<file path="src/rtl/uerd_pkg.sv">
// ----------------------------------------------------------------------------
// Echo range display package
// Widths, reset values, register indexes and control types.
// ----------------------------------------------------------------------------
`timescale 1ns / 1ps

package uerd_pkg;

    localparam int ECHO_W  = 17;   // echo tick counter width
    localparam int TRIG_W  = 10;
    localparam int PER_W   = 24;
    localparam int LIMIT_W = 17;
    localparam int TPT_W   = 16;
    localparam int DIST_W  = 14;
    localparam int DIGIT_W = 4;
    localparam int NDIGITS = 4;
    localparam int BCD_W   = DIGIT_W * NDIGITS;
    localparam int CFG_IDX_W  = 2;
    localparam int CFG_DATA_W = PER_W;
    localparam int MAX_STEPS  = (ECHO_W > DIST_W) ? ECHO_W : DIST_W;
    localparam int STEP_W     = $clog2(MAX_STEPS);

    localparam logic [TRIG_W-1:0]  TRIG_RST   = TRIG_W'(500);
    localparam logic [PER_W-1:0]   PERIOD_RST = PER_W'(5000000);
    localparam logic [LIMIT_W-1:0] LIMIT_RST  = LIMIT_W'(93749);
    localparam logic [TPT_W-1:0]   TPT_RST    = TPT_W'(290);
    localparam logic [DIST_W-1:0]  MAX_TENTHS = DIST_W'(9999);
    localparam logic [DIGIT_W-1:0] BLANK_DIGIT = DIGIT_W'(15);

    typedef enum logic [CFG_IDX_W-1:0] {
        CFG_TRIGGER_TICKS   = 2'd0,
        CFG_PERIOD_TICKS    = 2'd1,
        CFG_ECHO_LIMIT      = 2'd2,
        CFG_TICKS_PER_TENTH = 2'd3
    } t_cfg_idx;

    typedef struct packed {
        logic take;        // input word accepted, run the tick update
        logic div_step;
        logic bcd_start;   // saturate quotient, start digit conversion
        logic bcd_step;
        logic load_plain;  // output word from held distance
        logic load_fresh;  // output word from new distance, commit it
    } t_cmd;

    typedef struct packed {
        logic fall;        // falling echo edge on the offered input word
    } t_sts;

    typedef struct packed {
        logic               trigger_out;
        logic               new_reading;
        logic [DIST_W-1:0]  distance_tenths;
        logic [DIGIT_W-1:0] digit_hundreds;
        logic [DIGIT_W-1:0] digit_tens;
        logic [DIGIT_W-1:0] digit_ones;
        logic [DIGIT_W-1:0] digit_frac;
    } t_out_word;

endpackage

</file>
<file path="src/rtl/uerd_if.sv">
// ----------------------------------------------------------------------------
// Echo range display channels
// Valid/ready channels for the echo sample and the readout word.
// ----------------------------------------------------------------------------
`timescale 1ns / 1ps

interface uerd_in_if;
    logic valid;
    logic ready;
    logic echo_level;

    modport source (output valid, output echo_level, input ready);
    modport sink   (input valid, input echo_level, output ready);
endinterface

interface uerd_out_if;
    logic                           valid;
    logic                           ready;
    logic                           trigger_out;
    logic                           new_reading;
    logic [uerd_pkg::DIST_W-1:0]    distance_tenths;
    logic [uerd_pkg::DIGIT_W-1:0]   digit_hundreds;
    logic [uerd_pkg::DIGIT_W-1:0]   digit_tens;
    logic [uerd_pkg::DIGIT_W-1:0]   digit_ones;
    logic [uerd_pkg::DIGIT_W-1:0]   digit_frac;

    modport source (output valid, output trigger_out, output new_reading,
                    output distance_tenths, output digit_hundreds, output digit_tens,
                    output digit_ones, output digit_frac, input ready);
    modport sink   (input valid, input trigger_out, input new_reading,
                    input distance_tenths, input digit_hundreds, input digit_tens,
                    input digit_ones, input digit_frac, output ready);
endinterface

</file>
<file path="src/rtl/ultrasonic_echo_range_display.sv">
// ----------------------------------------------------------------------------
// Ultrasonic echo range display
// Trigger generator, echo pulse timer and four-digit distance readout.
// ----------------------------------------------------------------------------
//  channel   dir  handshake      word
//  i_in      in   valid/ready    echo_level (one clock tick)
//  o_out     out  valid/ready    trigger, new_reading, distance, four digits
//  i_cfg_*   in   write enable   register index, data
//
//  A word without a falling echo edge is loaded to the output as it is taken.
//  A falling edge runs the restoring divider, one quotient bit per cycle, a
//  saturate step, then the double-dabble converter one binary bit per cycle.
//  A new word is taken in the same cycle the last result leaves the output.
//  Synchronous active-low reset; a stalled output holds the input off.
// ----------------------------------------------------------------------------
`timescale 1ns / 1ps

module ultrasonic_echo_range_display (
    input  logic                            i_clk,
    input  logic                            i_rst_n,
    uerd_in_if.sink                         i_in,
    uerd_out_if.source                      o_out,
    input  logic                            i_cfg_we,
    input  logic [uerd_pkg::CFG_IDX_W-1:0]  i_cfg_idx,
    input  logic [uerd_pkg::CFG_DATA_W-1:0] i_cfg_data
);
    import uerd_pkg::*;

    t_cmd      cmd;
    t_sts      sts;
    t_out_word word;

    uerd_ctrl u_ctrl (
        .i_clk       (i_clk),
        .i_rst_n     (i_rst_n),
        .i_in_valid  (i_in.valid),
        .o_in_ready  (i_in.ready),
        .i_out_ready (o_out.ready),
        .o_out_valid (o_out.valid),
        .i_sts       (sts),
        .o_cmd       (cmd)
    );

    uerd_dp u_dp (
        .i_clk        (i_clk),
        .i_rst_n      (i_rst_n),
        .i_cfg_we     (i_cfg_we),
        .i_cfg_idx    (i_cfg_idx),
        .i_cfg_data   (i_cfg_data),
        .i_echo_level (i_in.echo_level),
        .i_cmd        (cmd),
        .o_sts        (sts),
        .o_word       (word)
    );

    assign o_out.trigger_out     = word.trigger_out;
    assign o_out.new_reading     = word.new_reading;
    assign o_out.distance_tenths = word.distance_tenths;
    assign o_out.digit_hundreds  = word.digit_hundreds;
    assign o_out.digit_tens      = word.digit_tens;
    assign o_out.digit_ones      = word.digit_ones;
    assign o_out.digit_frac      = word.digit_frac;

endmodule

</file>
<file path="src/rtl/uerd_ctrl.sv">
// ----------------------------------------------------------------------------
// Echo range display controller
// Sequences tick update, division, digit conversion and output load.
// ----------------------------------------------------------------------------
`timescale 1ns / 1ps

module uerd_ctrl (
    input  logic            i_clk,
    input  logic            i_rst_n,
    input  logic            i_in_valid,
    output logic            o_in_ready,
    input  logic            i_out_ready,
    output logic            o_out_valid,
    input  uerd_pkg::t_sts  i_sts,
    output uerd_pkg::t_cmd  o_cmd
);
    import uerd_pkg::*;

    typedef enum logic [4:0] {
        S_IDLE = 5'b00001,
        S_DIV  = 5'b00010,
        S_SAT  = 5'b00100,
        S_BCD  = 5'b01000,
        S_LOAD = 5'b10000
    } t_state;

    t_state            r_state, n_state;
    logic [STEP_W-1:0] r_cnt, n_cnt;
    logic              r_out_valid, n_out_valid;
    logic              slot_free;
    logic              take;

    assign slot_free   = !r_out_valid || i_out_ready;
    assign o_in_ready  = (r_state == S_IDLE) && slot_free;
    assign take        = i_in_valid && o_in_ready;
    assign o_out_valid = r_out_valid;

    always_comb begin
        n_state = r_state;
        n_cnt   = r_cnt;
        o_cmd   = '0;
        unique case (r_state)
            S_IDLE: begin
                o_cmd.take = take;
                if (take && i_sts.fall) begin
                    n_state = S_DIV;
                    n_cnt   = STEP_W'(ECHO_W - 1);
                end else if (take) begin
                    o_cmd.load_plain = 1'b1;
                end
            end
            S_DIV: begin
                o_cmd.div_step = 1'b1;
                n_cnt = r_cnt - STEP_W'(1);
                if (r_cnt == '0) begin
                    n_state = S_SAT;
                end
            end
            S_SAT: begin
                o_cmd.bcd_start = 1'b1;
                n_state = S_BCD;
                n_cnt   = STEP_W'(DIST_W - 1);
            end
            S_BCD: begin
                o_cmd.bcd_step = 1'b1;
                n_cnt = r_cnt - STEP_W'(1);
                if (r_cnt == '0) begin
                    n_state = S_LOAD;
                end
            end
            S_LOAD: begin
                if (slot_free) begin
                    o_cmd.load_fresh = 1'b1;
                    n_state = S_IDLE;
                end
            end
            default: begin
                n_state = S_IDLE;
            end
        endcase
    end

    always_comb begin
        if (o_cmd.load_plain || o_cmd.load_fresh) begin
            n_out_valid = 1'b1;
        end else if (i_out_ready) begin
            n_out_valid = 1'b0;
        end else begin
            n_out_valid = r_out_valid;
        end
    end

    always_ff @(posedge i_clk) begin
        if (!i_rst_n) begin
            r_state     <= S_IDLE;
            r_cnt       <= '0;
            r_out_valid <= 1'b0;
        end else begin
            r_state     <= n_state;
            r_cnt       <= n_cnt;
            r_out_valid <= n_out_valid;
        end
    end

endmodule

</file>
<file path="src/rtl/uerd_dp.sv">
// ----------------------------------------------------------------------------
// Echo range display datapath
// Config registers, trigger and echo counters, divider, BCD converter.
// ----------------------------------------------------------------------------
`timescale 1ns / 1ps

module uerd_dp (
    input  logic                            i_clk,
    input  logic                            i_rst_n,
    input  logic                            i_cfg_we,
    input  logic [uerd_pkg::CFG_IDX_W-1:0]  i_cfg_idx,
    input  logic [uerd_pkg::CFG_DATA_W-1:0] i_cfg_data,
    input  logic                            i_echo_level,
    input  uerd_pkg::t_cmd                  i_cmd,
    output uerd_pkg::t_sts                  o_sts,
    output uerd_pkg::t_out_word             o_word
);
    import uerd_pkg::*;

    localparam int CMP_W  = (ECHO_W > LIMIT_W) ? ECHO_W : LIMIT_W;
    localparam int QCMP_W = (ECHO_W > DIST_W) ? ECHO_W : DIST_W;

    // configuration
    logic [TRIG_W-1:0]  r_cfg_trig;
    logic [PER_W-1:0]   r_cfg_period;
    logic [LIMIT_W-1:0] r_cfg_limit;
    logic [TPT_W-1:0]   r_cfg_tpt;

    // tick state
    logic               r_echo_last;
    logic [ECHO_W-1:0]  r_echo_ticks, n_echo_ticks;
    logic [PER_W-1:0]   r_period_cnt, n_period_cnt;
    logic [TRIG_W-1:0]  r_trig_cnt, n_trig_cnt;
    logic [DIST_W-1:0]  r_held;
    logic [BCD_W-1:0]   r_bcd;

    // work registers
    logic               r_trig_pend;
    logic [TPT_W-1:0]   r_rem, n_rem;
    logic [ECHO_W-1:0]  r_quo, n_quo;
    logic [DIST_W-1:0]  r_bin;
    logic [DIST_W-1:0]  r_dist_new;
    logic [BCD_W-1:0]   r_bcd_work, n_bcd_work;
    t_out_word          r_word;

    logic [PER_W-1:0]   period_eff;
    logic [PER_W:0]     cnt_inc;
    logic               wrap;
    logic [TRIG_W-1:0]  trig_ld;
    logic               trig_now;
    logic               rise;
    logic               fall;
    logic               can_inc;
    logic [TPT_W:0]     shifted;
    logic [TPT_W:0]     diff;
    logic               ge;
    logic [QCMP_W-1:0]  quo_x;
    logic [DIST_W-1:0]  quo_sat;
    logic [BCD_W-1:0]   bcd_adj;

    function automatic t_out_word make_word(input logic trig, input logic fresh,
                                            input logic [DIST_W-1:0] dist_val,
                                            input logic [BCD_W-1:0] bcd);
        t_out_word w;
        w.trigger_out     = trig;
        w.new_reading     = fresh;
        w.distance_tenths = dist_val;
        // leading positions blank below 100.0 cm and 10.0 cm
        w.digit_hundreds  = (bcd[15:12] != '0) ? bcd[15:12] : BLANK_DIGIT;
        w.digit_tens      = (bcd[15:8] != '0) ? bcd[11:8] : BLANK_DIGIT;
        w.digit_ones      = bcd[7:4];
        w.digit_frac      = bcd[3:0];
        return w;
    endfunction

    // period and trigger
    assign period_eff = (r_cfg_period == '0) ? PER_W'(1) : r_cfg_period;
    assign cnt_inc    = {1'b0, r_period_cnt} + (PER_W + 1)'(1);
    assign wrap       = cnt_inc >= {1'b0, period_eff};
    assign trig_ld    = wrap ? r_cfg_trig : r_trig_cnt;
    assign trig_now   = trig_ld != '0;
    assign n_trig_cnt   = trig_now ? trig_ld - TRIG_W'(1) : trig_ld;
    assign n_period_cnt = wrap ? '0 : cnt_inc[PER_W-1:0];

    // echo edges
    assign rise     = i_echo_level && !r_echo_last;
    assign fall     = !i_echo_level && r_echo_last;
    assign o_sts.fall = fall;
    assign can_inc  = (CMP_W'(r_echo_ticks) < CMP_W'(r_cfg_limit)) && (r_echo_ticks != '1);

    always_comb begin
        n_echo_ticks = r_echo_ticks;
        if (rise) begin
            n_echo_ticks = '0;
        end else if (i_echo_level && can_inc) begin
            n_echo_ticks = r_echo_ticks + ECHO_W'(1);
        end
    end

    // restoring divider, one quotient bit per step; zero divisor gives all ones
    assign shifted = {r_rem, r_quo[ECHO_W-1]};
    assign diff    = shifted - {1'b0, r_cfg_tpt};
    assign ge      = shifted >= {1'b0, r_cfg_tpt};
    assign n_rem   = ge ? diff[TPT_W-1:0] : shifted[TPT_W-1:0];
    assign n_quo   = {r_quo[ECHO_W-2:0], ge};

    assign quo_x   = QCMP_W'(r_quo);
    assign quo_sat = (quo_x > QCMP_W'(MAX_TENTHS)) ? MAX_TENTHS : quo_x[DIST_W-1:0];

    // double dabble step
    always_comb begin
        for (int i = 0; i < NDIGITS; i++) begin
            bcd_adj[i*DIGIT_W +: DIGIT_W] =
                (r_bcd_work[i*DIGIT_W +: DIGIT_W] >= DIGIT_W'(5)) ?
                r_bcd_work[i*DIGIT_W +: DIGIT_W] + DIGIT_W'(3) :
                r_bcd_work[i*DIGIT_W +: DIGIT_W];
        end
    end
    assign n_bcd_work = {bcd_adj[BCD_W-2:0], r_bin[DIST_W-1]};

    always_ff @(posedge i_clk) begin
        if (!i_rst_n) begin
            r_cfg_trig   <= TRIG_RST;
            r_cfg_period <= PERIOD_RST;
            r_cfg_limit  <= LIMIT_RST;
            r_cfg_tpt    <= TPT_RST;
        end else if (i_cfg_we) begin
            unique case (t_cfg_idx'(i_cfg_idx))
                CFG_TRIGGER_TICKS:   r_cfg_trig   <= i_cfg_data[TRIG_W-1:0];
                CFG_PERIOD_TICKS:    r_cfg_period <= i_cfg_data[PER_W-1:0];
                CFG_ECHO_LIMIT:      r_cfg_limit  <= i_cfg_data[LIMIT_W-1:0];
                CFG_TICKS_PER_TENTH: r_cfg_tpt    <= i_cfg_data[TPT_W-1:0];
                default: begin
                end
            endcase
        end
    end

    always_ff @(posedge i_clk) begin
        if (!i_rst_n) begin
            r_echo_last  <= 1'b0;
            r_echo_ticks <= '0;
            r_period_cnt <= '0;
            r_trig_cnt   <= '0;
            r_held       <= '0;
            r_bcd        <= '0;
        end else begin
            if (i_cmd.take) begin
                r_echo_last  <= i_echo_level;
                r_echo_ticks <= n_echo_ticks;
                r_period_cnt <= n_period_cnt;
                r_trig_cnt   <= n_trig_cnt;
            end
            if (i_cmd.load_fresh) begin
                r_held <= r_dist_new;
                r_bcd  <= r_bcd_work;
            end
        end
    end

    always_ff @(posedge i_clk) begin
        if (i_cmd.take) begin
            r_trig_pend <= trig_now;
            r_rem       <= '0;
            r_quo       <= r_echo_ticks;
        end
        if (i_cmd.div_step) begin
            r_rem <= n_rem;
            r_quo <= n_quo;
        end
        if (i_cmd.bcd_start) begin
            r_bin      <= quo_sat;
            r_dist_new <= quo_sat;
            r_bcd_work <= '0;
        end
        if (i_cmd.bcd_step) begin
            r_bin      <= {r_bin[DIST_W-2:0], 1'b0};
            r_bcd_work <= n_bcd_work;
        end
        if (i_cmd.load_plain) begin
            r_word <= make_word(trig_now, 1'b0, r_held, r_bcd);
        end else if (i_cmd.load_fresh) begin
            r_word <= make_word(r_trig_pend, 1'b1, r_dist_new, r_bcd_work);
        end
    end

    assign o_word = r_word;

endmodule

</file>
<file path="src/flat_wrapper.sv">
// flat-port wrapper written by rule: the top's interface ports become plain ports
module ultrasonic_echo_range_display_flat import uerd_pkg::*;
  (i_clk, i_rst_n, i_cfg_we, i_cfg_idx, i_cfg_data, i_in_valid, i_in_echo_level, i_in_ready, o_out_valid, o_out_trigger_out, o_out_new_reading, o_out_distance_tenths, o_out_digit_hundreds, o_out_digit_tens, o_out_digit_ones, o_out_digit_frac, o_out_ready);
  uerd_in_if i_in_i ();
  uerd_out_if o_out_i ();
  input  logic i_clk;
  input  logic i_rst_n;
  input  logic i_cfg_we;
  input  logic [uerd_pkg::CFG_IDX_W-1:0] i_cfg_idx;
  input  logic [uerd_pkg::CFG_DATA_W-1:0] i_cfg_data;
  input wire logic [$bits(i_in_i.valid)-1:0] i_in_valid;
  input wire logic [$bits(i_in_i.echo_level)-1:0] i_in_echo_level;
  output wire logic [$bits(i_in_i.ready)-1:0] i_in_ready;
  output wire logic [$bits(o_out_i.valid)-1:0] o_out_valid;
  output wire logic [$bits(o_out_i.trigger_out)-1:0] o_out_trigger_out;
  output wire logic [$bits(o_out_i.new_reading)-1:0] o_out_new_reading;
  output wire logic [$bits(o_out_i.distance_tenths)-1:0] o_out_distance_tenths;
  output wire logic [$bits(o_out_i.digit_hundreds)-1:0] o_out_digit_hundreds;
  output wire logic [$bits(o_out_i.digit_tens)-1:0] o_out_digit_tens;
  output wire logic [$bits(o_out_i.digit_ones)-1:0] o_out_digit_ones;
  output wire logic [$bits(o_out_i.digit_frac)-1:0] o_out_digit_frac;
  input wire logic [$bits(o_out_i.ready)-1:0] o_out_ready;
  assign i_in_i.valid = i_in_valid;
  assign i_in_i.echo_level = i_in_echo_level;
  assign i_in_ready = i_in_i.ready;
  assign o_out_valid = o_out_i.valid;
  assign o_out_trigger_out = o_out_i.trigger_out;
  assign o_out_new_reading = o_out_i.new_reading;
  assign o_out_distance_tenths = o_out_i.distance_tenths;
  assign o_out_digit_hundreds = o_out_i.digit_hundreds;
  assign o_out_digit_tens = o_out_i.digit_tens;
  assign o_out_digit_ones = o_out_i.digit_ones;
  assign o_out_digit_frac = o_out_i.digit_frac;
  assign o_out_i.ready = o_out_ready;
  ultrasonic_echo_range_display u_core (.i_clk(i_clk), .i_rst_n(i_rst_n), .i_in(i_in_i), .o_out(o_out_i), .i_cfg_we(i_cfg_we), .i_cfg_idx(i_cfg_idx), .i_cfg_data(i_cfg_data));
endmodule
</file>
<file path="config.mk">
export PLATFORM = sky130hd
export DESIGN_NAME = ultrasonic_echo_range_display_flat
export DESIGN_NICKNAME = d
export VERILOG_FILES = /design/src/rtl/uerd_pkg.sv /design/src/rtl/uerd_if.sv /design/src/rtl/ultrasonic_echo_range_display.sv /design/src/rtl/uerd_ctrl.sv /design/src/rtl/uerd_dp.sv /design/src/flat_wrapper.sv
export SDC_FILE = /design/constraint.sdc
export NUM_CORES = 1
export LEC_CHECK = 0
export ABC_AREA = 1
export BUFFER_PORTS_ARGS = -buffer_cell sky130_fd_sc_hd__buf_2
export CORE_MARGIN = 2
export CORE_UTILIZATION = 27
export CTS_BUF_LIST = sky130_fd_sc_hd__clkbuf_4 sky130_fd_sc_hd__clkbuf_8 sky130_fd_sc_hd__clkbuf_16
export DETAILED_ROUTE_END_ITERATION = 8
export PLACE_DENSITY = 0.52
export SETUP_SLACK_MARGIN = 0.02
export SYNTH_ARGS = -nofsm -noshare
export SYNTH_HDL_FRONTEND = slang
export SYNTH_SLANG_ARGS = --single-unit
</file>
<file path="constraint.sdc">
create_clock -name i_clk -period 4.6 [get_ports i_clk]
set_input_delay 0.23 -clock i_clk [delete_from_list [all_inputs] [get_ports i_clk]]
set_output_delay 0.23 -clock i_clk [all_outputs]
set_load 0.02 [all_outputs]
</file>
---- Word level (Yosys, flattened, before mapping) ----
Cells that the tools add are included.
word-level totals
  register bits after elaboration ......... 270
  input bits .............................. 32
  output and inout bits ................... 34
  logic and storage cells ................. 135
cells by class
  $add $sub $neg .......................... 9
  $lt $le $gt $ge ......................... 8
  equality and inequality tests ........... 13
  multiplexer cells ....................... 44
  reduce and logical (&&, ||, !) cells .... 34
operators with widths
  operator               number
  $mux 16                5
  $mux 17                4
  $mux 32                2
  $mux 24                2
  $mux 14                3
  $mux 4                 7
  $add 24x1->25 const B  1
  $ge 25x24->1           1
  $mux 5                 5
  $pmux 5 s5             1
  $logic_not 24->1       1
  $mux 10                2
  $add 17x1->17 const B  1
  $ge 17x16->1           1
  $gt 17x14->1 const B   1
  $lt 17x17->1           1
  $ne 17x17->1 const B   1
  $ge 4x3->1 const B     4
  $reduce_bool 8->1      2
  $sub 16x16->16         1
  $pmux 5 s3             1
  $add 4x2->4 const B    3
  $reduce_and 2->1       6
  $mux 1                 11
  other kinds (24)       41

---- Depth between registers and ports, before layout ----
  word-level depth ........................ 9
  gate-level depth with buffers ........... 33
  mapped depth without buffers ............ 32

---- Modules after synthesis ----
A second synthesis with hierarchy kept.
second synthesis, totals
  cell total of the unflattened synthesis .. 1673
  area total of the unflattened synthesis .. 13625.6 sq um
by module, submodules not included
  module     times used  cells each  area each (sq um)  sequential area each (sq um)
  uerd_dp    1           1564        12918.6            6266.0
  uerd_ctrl  1           109         706.9              220.2

---- Worst setup path after synthesis ----
Ideal clock, no wire load.
  path kind ............................... register -> register
  start ................................... reg u_core.u_dp.r_period_cnt[0]
  end ..................................... reg u_core.u_dp.r_word, in the netlist u_core.u_dp.o_word[31], data pin
  library setup time ...................... 0.256 ns
  arrival ................................. 3.668 ns
  required time ........................... 4.344 ns
  path slack .............................. 0.676 ns
  stages on the path, launching flop included .. 27
  path buffers ............................ 2
  clock period less this slack ............ 3.924 ns
  path through ............................ dfxtp_1 ha_1 nand2_2 nor2_4 nand4_1 nor4_1 nand3_1 xnor2_1 ha_1 nand2_1 nand2_1 nand2_1 nand2_1 a21oi_1 nand2_1 nor2_4 nand3_4 buf_6 nand2_1 o21ai_2 inv_1 ha_1 nand2_2 nor2_4 nand2_2 buf_6 a22o_1
on the way
  cells in the longest elaborated chain, start to end .. 5
ends and longest elaborated chain
  what                            RTL line        RTL
  start: declaration              uerd_dp.sv:32   logic [PER_W-1:0] r_period_cnt, n_period_cnt;
  start signal: assignment        uerd_dp.sv:151  r_period_cnt <= n_period_cnt;
  $add 24x1->25                   uerd_dp.sv:78   assign cnt_inc = {1'b0, r_period_cnt} + (PER_W + 1)'(1);
  $ge 25x24->1                    uerd_dp.sv:79   assign wrap = cnt_inc >= {1'b0, period_eff};
  $mux 10                         uerd_dp.sv:80   assign trig_ld = wrap ? r_cfg_trig : r_trig_cnt;
  $reduce_bool 10->1              uerd_dp.sv:81   assign trig_now = trig_ld != '0;
  named net u_core.u_dp.trig_now  uerd_dp.sv:50   logic trig_now;
  $mux 32                         uerd_dp.sv:180  if (i_cmd.load_plain) begin
  end signal: assignment          uerd_dp.sv:181  r_word <= make_word(trig_now, 1'b0, r_held, r_bcd);
  end signal: assignment          uerd_dp.sv:183  r_word <= make_word(r_trig_pend, 1'b1, r_dist_new, r_bcd_work);
  end: declaration                uerd_dp.sv:44   t_out_word r_word;
The timed path passes the listed nets, and every way through them passes these cells.
A chain may end at the register's enable or synchronous reset.

---- Final worst setup path ----
  start ................................... reg u_core.u_dp.r_period_cnt[2]
  end ..................................... reg u_core.u_dp.r_word, in the netlist u_core.u_dp.o_word[31], data pin
on the way
  cells in the longest elaborated chain, start to end .. 5
ends and longest elaborated chain
  what                RTL line
  $add 24x1->25       uerd_dp.sv:78
  $ge 25x24->1        uerd_dp.sv:79
  $mux 10             uerd_dp.sv:80
  $reduce_bool 10->1  uerd_dp.sv:81
  $mux 32             uerd_dp.sv:180
Every way passes these cells.

==> results_tabular.tex <==
\begin{tabular}{lr}
\hline
Metric & Value \\
\hline
\multicolumn{2}{l}{\textbf{Status}} \\
Status & completed \\
\multicolumn{2}{l}{\textbf{Route}} \\
Total vias in the final route & about 11000 \\
DRC violation count after routing & 0 \\
Via count normalized by instance count & $\sim$4.5 \\
Routed Antenna Nets & 0 \\
Total Routed Length & between 30000 and 40000 um \\
Starting DRT DRC Count & between 600 and 700 \\
Final routed wire length divided by cell count & roughly 14 um \\
DRT Pass-1 Iters & 4 \\
\multicolumn{2}{l}{\textbf{Logic synthesis}} \\
Post-Syn Area & 0.01359 mm\^{}2 \\
Top cells by area, synth & dfxtp\_1 (24\%), edfxtp\_1 (24\%), nand2\_1 (10\%) \\
Count of synthesis-stage warnings from yosys & 0 \\
Main synth FF type & dfxtp\_1 \\
Synth Register Bits & 270 \\
Number of flops mapped to enable cells by yosys & between 100 and 150 \\
Post-synth net total & roughly 1800 \\
Mapped Cells & between 1500 and 2000 \\
Share of flip-flops with an asynchronous set or reset after synthesis & 0\% \\
Yosys cell types & 53 \\
Average footprint of a synthesized cell & about 8.3 um\^{}2 \\
Library cell occupying the most area in the post-synthesis netlist & dfxtp\_1 \\
Proportion of synthesized chip area in sequential cells & roughly 48\% \\
Fraction of post-synthesis cell area in the top cell type by area & between 20\% and 30\% \\
\multicolumn{2}{l}{\textbf{Cells and area}} \\
Post-Layout Cell Count & approximately 2400 \\
Layout-stage area growth over the synthesis result & 17.47\% \\
Total area of multi-input combinational cells & between 0.006 and 0.007 mm\^{}2 \\
Filler Cells Inserted & between 5000 and 6000 \\
Total area of sequential cells & 0.006487 mm\^{}2 \\
Proportion of layout cells with a drive suffix above 1 & 11.31\% \\
Number of inserted diodes & 0 \\
Final design instance area without fill & approximately 0.016 mm\^{}2 \\
Final net count & 1822 \\
\multicolumn{2}{l}{\textbf{Flow run}} \\
Max Cap Viol & 0 \\
\multicolumn{2}{l}{\textbf{GRT}} \\
Antenna violations before repair & 0 \\
Global-route wire length before repair & between 50000 and 60000 um \\
Global route total overflow & 0 \\
Largest net degree at the start of global routing & 70 \\
Gr usage total & approximately 13\% \\
Vias in the first global route & 10601 \\
\multicolumn{2}{l}{\textbf{Setup path}} \\
Reg-to-reg critical path endpoint & u\_core.u\_dp.o\_word[31] \\
Number of cells on the worst reg-to-reg path & 29 \\
Setup crit end kind & flop \\
Buf/Inv on CP & 3 \\
Critical Path Stages & 29 \\
Required time at the worst-slack endpoint & about 4.9 ns \\
Worst setup path startpoint & u\_core.u\_dp.r\_period\_cnt[2] \\
Startpoint type of the worst setup path & flop \\
Slowest CP cell & dfxtp\_1 \\
Crit path DAT & between 4 and 5 ns \\
Startpoint of the worst register-to-register path & u\_core.u\_dp.r\_period\_cnt[2] \\
Critical-path maximum fanout & 12 \\
Most frequent cell on the critical path & nand2\_1 \\
Worst path max stage delay & about 0.40 ns \\
Worst Setup Path Type & reg -> reg \\
Flop-to-flop setup slack & 0.41 ns \\
Top Family by Delay on Critical Path & simple AND/OR/NAND/NOR gates \\
\multicolumn{2}{l}{\textbf{STA}} \\
Worst-case hold slack & approximately 0.025 ns \\
Worst rel slew slack & 37.00\% \\
Worst Tran Pin Value & roughly 0.94 ns \\
Final Hold Fails & 0 \\
Final total negative setup slack & 0 ns \\
Max Transition Viols Final & 0 \\
Post-layout min period & 4.191 ns \\
Worst-case clock skew & about 0.017 ns \\
RSZ-0062 raised after global routing & no \\
Maximum clock rate & approximately 240 MHz \\
Finish-stage setup viols & 0 \\
Share of the cycle needed by the critical path after routing & 91.10\% \\
\multicolumn{2}{l}{\textbf{Floorplanning}} \\
Starting density of the core & 27.20\% \\
Chip Height & 228.4 um \\
\# IOs & 66 \\
Row count & 82 \\
Total Die Area & between 0.05 and 0.06 mm\^{}2 \\
Placeable Area & between 0.04 and 0.05 mm\^{}2 \\
Horizontal die dimension & between 200 and 250 um \\
\multicolumn{2}{l}{\textbf{Power and ir drop}} \\
Final total power & around 7.9 mW \\
Fraction of power consumed by the clock network & 34.8\% \\
Cell Pwr Density & between 400 and 500 mW/mm\^{}2 \\
Switching power & roughly 2.6 mW \\
Switching Share & roughly 33\% \\
Sequential Power Share & between 30 and 40\% \\
Peak supply drop & 0.2601 mV \\
Pleak & around 6.6 nW \\
Cell Int Power & 5.269 mW \\
Combinational share of power & 26.6\% \\
\multicolumn{2}{l}{\textbf{Clocking}} \\
Source-to-sink clock delay at the later pin of the worst-skew pair & 0.53 ns \\
Clock Sink Count & 270 \\
Max H-tree Level & 2 \\
Buffers from clock root to sink, at most & 3 \\
Clock-pin slew on the worst setup and hold paths & 0.06 ns \\
CTS tree & done \\
Root buf cell & clkbuf\_16 \\
Number of clock buffers inserted by TritonCTS & 34 \\
\multicolumn{2}{l}{\textbf{Min path}} \\
Type of the worst min-delay path & in -> reg \\
Hold path start & i\_cfg\_data[16] \\
WHS Path Cells & 3 \\
Hold endpoint & u\_core.u\_dp.r\_cfg\_limit[16] \\
\multicolumn{2}{l}{\textbf{Place}} \\
Placed insts & around 2300 \\
DP Wirelength & 23340 um \\
Cell area after placement & about 0.015 mm\^{}2 \\
Port Buffers & between 60 and 70 \\
Routability congestion estimate & around 0.86 \\
\hline
\end{tabular}
## flip-flops by register name (all words and copies together) (netlist names)
name	count
u_core.u_dp.r_bcd	16
u_core.u_dp.r_rem	16
u_core.u_dp.r_trig_cnt	10
u_core.u_dp.r_cfg_limit	17
u_core.u_ctrl.o_out_valid	1
u_core.u_dp.r_cfg_period	24
u_core.u_dp.r_held	14
u_core.u_dp.r_echo_last	1
u_core.u_ctrl.r_state	5
u_core.u_dp.o_word	32
u_core.u_dp.r_trig_pend	1
u_core.u_dp.r_period_cnt	24
u_core.u_dp.r_dist_new	14
u_core.u_dp.r_cfg_trig	10
u_core.u_dp.r_bcd_work	16
u_core.u_dp.quo_x	17
u_core.u_dp.r_bin	14
u_core.u_dp.r_cfg_tpt	16
u_core.u_ctrl.r_cnt	5
u_core.u_dp.r_echo_ticks	17
## per-stage QoR
step	utilization (%)	setup WS, ns
CTS	31.84	0.2075
global route	31.95	0.02835
floorplan	-	0.6758
detailed placement	29.31	0.2269
global placement	29.31	0.3757
finish	31.95	0.4094
## kinds of logic after synthesis
kind of cell | count (synthesis) | synth area share, %
AND/OR/NAND/NOR | 625 | 20.13
AO/OA/AOI/OAI | 370 | 15.02
flip-flops | 270 | 47.73
buffers and inverters | 264 | 7.439
adder cells (fa/ha/maj) | 73 | 6.776
XOR/XNOR | 45 | 2.900
## power groups by stage
stage          sequential (mW)  clock, mW  combinational [mW]
2_1_floorplan             3.19          0                1.43
3_3_place_gp              3.10          0                2.05
3_5_place_dp              3.11          0                2.08
4_1_cts                   3.06       2.83                2.10
5_1_grt                   3.10       2.93                2.38
6_report                  3.06       2.75                2.10
## layer usage
metal | global-route usage [%] | part of all wire, %
met2 | 20.39 | 44
met4 | 3.779 | 2.1
met5 | 0 | 0
met3 | 2.345 | 4.6
met1 | 17.47 | 49
## cells in the mapped netlist, types with 2 or more instances
master,instances
a211oi_1,8
a21oi_1,178
a22o_1,12
a2bb2oi_1,4
a31oi_1,2
buf_1,2
buf_2,3
buf_6,2
clkbuf_1,51
dfxtp_1,162
edfxtp_1,108
ha_1,72
inv_1,202
inv_2,2
nand2_1,375
nand2_2,11
nand2_4,2
nand3_1,34
nand3_2,2
nand3_4,3
nand3b_1,3
nand4_1,31
nor2_1,104
nor2_2,3
nor2_4,6
nor3_1,24
nor3_2,3
nor4_1,12
o211ai_1,25
o21a_1,2
o21ai_0,126
o21bai_1,2
or2_2,8
xnor2_1,11
xor2_1,34
## worst min-delay path, stage by stage
cell	delay [ns]
buf_2	0.13
nand2_1	0.07
o211ai_1	0.07
## worst max-delay path by stage
stage                             end  slack, ns
2_1_floorplan  u_core.u_dp.o_word[31]       0.68
3_3_place_gp   u_core.u_dp.o_word[31]       0.38
3_5_place_dp   u_core.u_dp.o_word[31]       0.23
4_1_cts        u_core.u_dp.o_word[31]       0.21
5_1_grt        u_core.u_dp.o_word[31]       0.03
6_report       u_core.u_dp.o_word[31]       0.41
## area by class of cell
cell class / instances / share of cell area [%]
Clock buffer: 51 / 6.622
Clock inverter: 10 / 0.7288
Tap cell: 672 / 5.266
Timing Repair Buffer: 92 / 3.448
Multi-Input combinational cell: 1113 / 38.45
Sequential cell: 270 / 40.63
Inverter: 206 / 4.851
## cell usage in the layout, fill, tap and decap left out, drive strengths merged, types with 2 or more instances in the layout
master,n
nand2,388
inv,205
a21oi,179
dfxtp,162
o21ai,128
nor2,113
edfxtp,108
buf,83
ha,72
clkbuf,51
nand3,39
xor2,34
nand4,31
nor3,27
o211ai,25
nor4,12
a22o,12
xnor2,11
dlygate4sd3,9
or2,9
a211oi,8
clkinv,7
a2bb2oi,4
nand3b,3
o21bai,2
o21a,2
a31oi,2
bufinv,2
clkinvlp,2
## repair_timing
action	in CTS	in global routing
endpoints found under the hold margin	10	0
gates resized for setup	0	9
buffers inserted	0	3
setup endpoints to repair	0	12
hold buffers	9	0
Note: power is estimated with default switching activity, not from simulation.
